**src/hdl/pmsv_pkg.sv**
```systemverilog
// Shared types, constants and helpers for the particle motion sample unit.
package pmsv_pkg;

  localparam int NUM_OBS           = 3;
  localparam int CORDIC_STAGES_DEF = 16;
  localparam int Q_DEPTH_DEF       = 4;
  localparam int CW                = 34;
  localparam int CFG_W             = 48;
  localparam int CFG_IDX_W         = 3;

  localparam logic [15:0] RANGE_LIM_RST  = 16'd1280;
  localparam logic [15:0] VIEW_WIDTH_RST = 16'd16384;
  localparam logic [15:0] SIG_NEAR_RST   = 16'd1966;
  localparam logic [15:0] SIG_FAR_RST    = 16'd6554;
  localparam logic [15:0] SIG_HEAD_RST   = 16'd10923;
  localparam logic [31:0] R2_RST         = 32'd1638400;
  localparam logic [38:0] FAR_THR_RST    = 39'd132710400;

  // turns (2^-16) to radians Q2.30, scaled by 2^16
  localparam logic [32:0] K_RAD  = 33'd6746518852;
  // radians Q2.30 to turns, scaled by 2^46
  localparam logic [29:0] K_TURN = 30'd683565276;
  // gain-compensated unit vector
  localparam logic signed [CW-1:0] CORDIC_X0 = 34'sd652032874;

  typedef enum logic [CFG_IDX_W-1:0] {
    CFG_OBS_ONE   = 3'd0,
    CFG_OBS_TWO   = 3'd1,
    CFG_OBS_THREE = 3'd2,
    CFG_RANGE_LIM = 3'd3,
    CFG_VIEW_W    = 3'd4,
    CFG_SIG_NEAR  = 3'd5,
    CFG_SIG_FAR   = 3'd6,
    CFG_SIG_HEAD  = 3'd7
  } cfg_idx_t;

  typedef struct packed {
    logic signed [15:0] x;
    logic signed [15:0] y;
    logic [15:0]        hd;
  } obs_pose_t;

  typedef struct packed {
    obs_pose_t [NUM_OBS-1:0] obs;
    logic [15:0]             view_width;
    logic [15:0]             sig_near;
    logic [15:0]             sig_far;
    logic [15:0]             sig_head;
    logic [31:0]             r2;
    logic [38:0]             far_thr;
  } cfg_t;

  typedef struct packed {
    logic signed [15:0] pos_x;
    logic signed [15:0] pos_y;
    logic [15:0]        heading;
    logic signed [15:0] noise_range;
    logic signed [15:0] noise_heading;
  } in_word_t;

  typedef struct packed {
    logic signed [15:0] new_x;
    logic signed [15:0] new_y;
    logic [15:0]        new_heading;
    logic               moved;
  } out_word_t;

  // front to back: old pose, proposed heading and step length
  typedef struct packed {
    logic signed [15:0] px;
    logic signed [15:0] py;
    logic [15:0]        h;
    logic [15:0]        nhd;
    logic signed [32:0] r;
  } fwd_word_t;

  typedef struct packed {
    logic signed [15:0] px;
    logic signed [15:0] py;
    logic [15:0]        h;
    logic [15:0]        nhd;
    logic signed [33:0] rn;
  } rot_pl_t;

  typedef struct packed {
    logic signed [15:0] px;
    logic signed [15:0] py;
    logic [15:0]        h;
    logic [15:0]        nhd;
    logic signed [15:0] nx;
    logic signed [15:0] ny;
  } mv_t;

  typedef struct packed {
    mv_t         mv;
    logic [15:0] oh;
    logic        base;
    logic        found;
    logic        zero;
  } vec_pl_t;

  function automatic logic [31:0] atan_q30(input int unsigned i);
    logic [31:0] v;
    case (i)
      0:  v = 32'd843314856;
      1:  v = 32'd497837829;
      2:  v = 32'd263043836;
      3:  v = 32'd133525158;
      4:  v = 32'd67021686;
      5:  v = 32'd33543515;
      6:  v = 32'd16775850;
      7:  v = 32'd8388437;
      8:  v = 32'd4194282;
      9:  v = 32'd2097149;
      10: v = 32'd1048575;
      11: v = 32'd524287;
      12: v = 32'd262143;
      13: v = 32'd131071;
      14: v = 32'd65535;
      15: v = 32'd32767;
      16: v = 32'd16383;
      17: v = 32'd8191;
      18: v = 32'd4095;
      19: v = 32'd2047;
      20: v = 32'd1023;
      21: v = 32'd511;
      22: v = 32'd255;
      23: v = 32'd127;
      default: v = 32'd0;
    endcase
    return v;
  endfunction

  function automatic logic signed [15:0] sat16(input logic signed [20:0] v);
    logic signed [15:0] r;
    if (v > 21'sd32767) begin
      r = 16'sh7FFF;
    end else if (v < -21'sd32768) begin
      r = 16'sh8000;
    end else begin
      r = v[15:0];
    end
    return r;
  endfunction

endpackage

```
**src/hdl/pmsv_fifo.sv**
```systemverilog
// Short word queue between the front and back pipelines.
module pmsv_fifo
  import pmsv_pkg::*;
#(
  parameter int DEPTH = Q_DEPTH_DEF
) (
  input  logic      clk,
  input  logic      rst_n,
  input  logic      push,
  input  fwd_word_t din,
  output logic      full,
  input  logic      pop,
  output fwd_word_t dout,
  output logic      empty
);

  localparam int AW = (DEPTH > 1) ? $clog2(DEPTH) : 1;
  localparam int CNTW = $clog2(DEPTH + 1);

  fwd_word_t         mem [DEPTH];
  logic [AW-1:0]     wr_ptr_r, rd_ptr_r;
  logic [CNTW-1:0]   cnt_r;

  assign full  = (cnt_r == CNTW'(DEPTH));
  assign empty = (cnt_r == '0);
  assign dout  = mem[rd_ptr_r];

  always_ff @(posedge clk) begin
    if (push) begin
      mem[wr_ptr_r] <= din;
    end
  end

  always_ff @(posedge clk) begin
    if (!rst_n) begin
      wr_ptr_r <= '0;
      rd_ptr_r <= '0;
      cnt_r    <= '0;
    end else begin
      if (push) begin
        wr_ptr_r <= (wr_ptr_r == AW'(DEPTH - 1)) ? '0 : wr_ptr_r + 1'b1;
      end
      if (pop) begin
        rd_ptr_r <= (rd_ptr_r == AW'(DEPTH - 1)) ? '0 : rd_ptr_r + 1'b1;
      end
      if (push && !pop) begin
        cnt_r <= cnt_r + 1'b1;
      end else if (pop && !push) begin
        cnt_r <= cnt_r - 1'b1;
      end
    end
  end

`ifndef SYNTHESIS
  a_no_overflow: assert property (@(posedge clk) disable iff (!rst_n) push |-> !full)
    else $error("queue written while full");
  a_no_underflow: assert property (@(posedge clk) disable iff (!rst_n) pop |-> !empty)
    else $error("queue read while empty");
  a_cnt_bound: assert property (@(posedge clk) disable iff (!rst_n)
    (push && !pop) |=> (cnt_r == $past(cnt_r) + 1'b1))
    else $error("queue count did not follow a lone write");
`endif

endmodule

```
**config.mk**
```make
export PLATFORM = sky130hd
export DESIGN_NAME = pmsv_fifo
export DESIGN_NICKNAME = d
export VERILOG_FILES = /design/src/hdl/pmsv_pkg.sv /design/src/hdl/pmsv_fifo.sv
export SDC_FILE = /design/constraint.sdc
export NUM_CORES = 1
export LEC_CHECK = 0
export ABC_AREA = 1
export BUFFER_PORTS_ARGS = -buffer_cell sky130_fd_sc_hd__buf_4
export CAP_MARGIN = 20
export CORE_ASPECT_RATIO = 2
export CORE_MARGIN = 3
export CORE_UTILIZATION = 30
export DETAILED_ROUTE_END_ITERATION = 8
export SLEW_MARGIN = 15
export SYNTH_ARGS = -nofsm -noshare
export SYNTH_HDL_FRONTEND = slang
export SYNTH_SLANG_ARGS = --single-unit
export TNS_END_PERCENT = 5
```
**constraint.sdc**
```tcl
create_clock -name clk -period 10.7 [get_ports clk]
set_clock_uncertainty 0.05 [all_clocks]
set_input_delay 3.21 -clock clk [delete_from_list [all_inputs] [get_ports clk]]
set_output_delay 3.21 -clock clk [all_outputs]
set_load 0.05 [all_outputs]
```
; After elaboration in Yosys (flattened, before gate mapping)
; Memory sizes are Yosys's and may differ from the RTL's. A register that Yosys moved wholly into a read port is not among the register bits.
; Cells that the tools add are included.
[classes]
addsub = 4
eq_ne = 3
muxes = 8
reduce_logical = 6
[ops]
columns = cell, count
row1 = 2-to-1 mux 2 bit, 4
row2 = 2-to-1 mux 3 bit, 2
row3 = adder 2 x 1 -> 2 bit (second input constant), 2
row4 = equality test 2 bit (second input constant), 2
row5 = adder 3 x 1 -> 3 bit (second input constant), 1
row6 = equality test 3 bit (second input constant), 1
row7 = logical NOT 3 bit, 1
row8 = subtractor 3 x 1 -> 3 bit (second input constant), 1
row9 = logical AND 1 bit, 2
row10 = logical NOT 1 bit, 2
row11 = 2-to-1 mux 1 bit, 2
row12 = nonzero test 2 bit, 1
[word_totals]
ff_bits = 7
ram_bits = 388
inputBits = 101
out_inout_bits = 99
wordCells = 25
n_memories = 1
[memory_table]
columns = name, depth, word_bits, rd, rd_clocked_by_memory_dff, wr, line_no
row1 = mem, 4, 97, 1, 1, 1, pmsv_fifo.sv:20  ; fwd_word_t mem [DEPTH];

; Depth between registers and ports, before layout
[depth]
depth_word = 4
depth_mapped = 10
ltp_nobuf = 10

; Worst setup path after synthesis
; No wires, ideal clock.
[synth_timing]
kind = input to register
startpoint = in push
endpoint = mem mem[3][0] in the netlist's numbering, enable pin
setup_time_ps = 451
arrival_time_ps = 5121
required_ps = 10199
slack_ps = 5079
cell_stages = 2
n_path_buf = 0
path_cell_list = nand2_1 > inv_1
[synth_via]
elab_chain_cells = 2
[synth_lines]
columns = element, line_no
row1 = start: declaration, pmsv_fifo.sv:9  ; input logic push,
row2 = 2-to-1 mux 1 bit, pmsv_fifo.sv:29  ; if (push) begin
row3 = 2-to-1 mux 1 bit (implied by the code), pmsv_fifo.sv:30  ; mem[wr_ptr_r] <= din;
row4 = end: declaration, pmsv_fifo.sv:20
; No other way between the ends.

==> metrics.cfg <==
[status]
status = complete, no violations

[flow_run]
cap_viol_max_count = 0

[critical_path]
critPathArrivalTime_ns = 3.29
r2r-end = mem[2][11]
cp-end-kind = primary output
rr_worst_depth = 5
cp-start-kind = flop
reg2reg_from = wr_ptr_r[0]
crit_type = reg2out
r2r_slack_ns = 8.12
crit_fanout = 111
required_ns = 7.44

[global_routing]
grt_pass1_vias = 9146
grt_pass1_wl_um = 53210
antenna_found_initial = 3
grtUsageTotal_pct = 13.33
overflow = 0
grt_max_degree = 112

[min_path]
min_from = rd_ptr_r[1]
hold_depth = 2
hold_class = reg2reg

[drt]
drt-vias-per-instance = 4.773
drt_first_pass_iters = 5
vias = 8816
drt_iter0_drc = 581
finalWirelength_um = 35870
drc_errors = 0
ant_nets = 0
avgRoutedWirePerCell_um = 19.42

[floorplan]
dieHeight_um = 320.1
die_area_um2 = 52190
ios = 200
rows = 114
core_um2 = 48500
die_w_um = 163.0
start_util_pct = 30.51

[layout]
final_cells = 1847
syn_to_final_growth_pct = 21.56
drive_gt1_share_pct = 22.06
final_nets = 1289

[timing]
tns_ns = 0
setup_viol = 0
rsz0062_at_grt = no
max_freq_mhz = 152.6
maxSlewViolCount = 0
slew_headroom_pct = 32.22
period_minus_slack_ns = 6.551
worstMarginPinSlew_ns = 1.017
fin_ws_ns = 4.149
hold_violations = 0
finalCritPeriodShare_pct = 61.23

[clocking]
cts_tree = built
cts.path.max_buffers = 3
cts_buffers = 37
clock_latency_ns = 0.51
h-tree-depth = 2
cts.sinks = 397
root_buffer = clkbuf_16
clk_pin_slew_ns = 0.06
cts_setup_buffers = 0
cts_resized = 0
postCtsHoldBufs = 0

[power]
powerDensity_nw_per_um2 = 201.6
power_leakage_uw = 0.006157
ir_worst_vdd_uv = 162.5

[synthesis]
syn-num-nets = 1104
synth_cells = 996
synth_seq_cells = 397
syn_area_per_cell_um2 = 14.86
yosys_warnings = 0
synth_seq_area_share_pct = 79.95
synth_area_um2 = 14800
netlist-cell-type-count = 21

[placed_design]
port_buffers = 199
pre_cts_ws_ns = 4.575
place.gp.congestion = 0.7122
dp_cells = 1780
hpwl_um = 20370

## cell families after synthesis
family          Yosys count  share of synthesized area, %
fa+ha+maj                 7                        0.6426
buf+inv                  78                         2.942
xor+xnor                  1                       0.05920
flops                   397                         79.95
simple gates            216                         5.538
compound gates          297                         10.86
## how the worst max path moves through the flow
stage | endpoint | slack (ns) | depth (start not counted) | startpoint
detailed placement | dout[92] | 4.58 | 5 | flop
CTS | dout[92] | 4.00 | 5 | flop
global placement | dout[84] | 4.63 | 5 | flop
finish | dout[84] | 4.15 | 5 | flop
global route | dout[92] | 3.86 | 5 | flop
floorplan | mem[3][0] | 5.08 | 2 | push
## area by class of cell
| type | count | area, um2 |
|---|---|---|
| Fill cell | 4643 | 30510 |
| Sequential cell | 397 | 11840 |
| Multi-Input combinational cell | 521 | 2531 |
| Timing Repair Buffer | 208 | 1562 |
| Clock buffer | 45 | 998.5 |
| Tap cell | 638 | 798.3 |
| Clock inverter | 19 | 176.4 |
| Inverter | 16 | 76.32 |
| Antenna cell | 3 | 7.507 |
## power by group
part / switching (uW) / internal, uW / total [uW]
combinational: 399 / 147 / 546
clock: 545 / 737 / 1280
sequential: 20.8 / 1780 / 1800
total: 965 / 2660 / 3630
## worst max-delay path, cell delays in order (launching register included)
cell and delay (ns):
dfxtp_4 0.47, inv_6 0.67, buf_4 0.84, o21ai_0 0.19, o22ai_1 0.29, buf_4 0.26
## through the flow
stage | utilization, % | instance area [um2] | power, uW | hold WS (ns)
4_1_cts | 37.08 | 17980 | 3676 | 0.4851
5_1_grt | 37.09 | 17990 | 3763 | 0.5229
3_3_place_gp | 34.65 | 16810 | 2378 | 0.4555
6_report | 37.09 | 17990 | 3627 | 0.4836
3_5_place_dp | 34.65 | 16810 | 2388 | 0.4729
2_1_floorplan | - | 14800 | 2187 | 0.4397
## registers in the layout (all words and copies together), names as in the netlist, named ones only
| signal | count |
|---|---|
| cnt_r | 3 |
| mem | 388 |
| wr_ptr_r | 2 |
| rd_ptr_r | 2 |
## layout by cell type (no fill, tap or decap), types with 2 or more instances in the layout
cell type / instances
a21oi_1: 3
buf_4: 208
bufinv_16: 3
clkbuf_1: 6
clkbuf_16: 39
clkinv_1: 8
clkinv_2: 4
clkinv_4: 2
clkinvlp_4: 2
dfxtp_1: 7
dfxtp_4: 2
diode_2: 3
edfxtp_1: 388
ha_1: 6
inv_1: 10
inv_4: 4
inv_6: 2
nand2_1: 8
nor2_1: 202
nor3_1: 4
o21ai_0: 134
o21ai_1: 63
o22ai_1: 97
## Yosys cell counts, drive strengths merged
cell    instances  area [um2]
dfxtp           9       180.2
a21oi           3       15.01
o21ai         197       985.9
nor2          202       758.2
nand2           8       30.03
fa              1       20.02
edfxtp        388       11650
nand3           1       5.000
clkbuf         28       108.9
o22ai          97       606.8
inv            16       62.56
ha              6       75.07
nor3            4       20.02
buf            34       264.0
nand4           1       6.260
xor2            1       8.760
## per-layer routing
layer / track usage, % / vias up / part of all wire, %
li1: - / 4120 / -
met1: 14.29 / 4387 / 37
met2: 25.12 / 253 / 55
met3: 2.701 / 56 / 5.2
met4: 5.437 / 0 / 3.0
met5: 0 / - / 0
No activity file was read; power rests on OpenSTA's default activity.
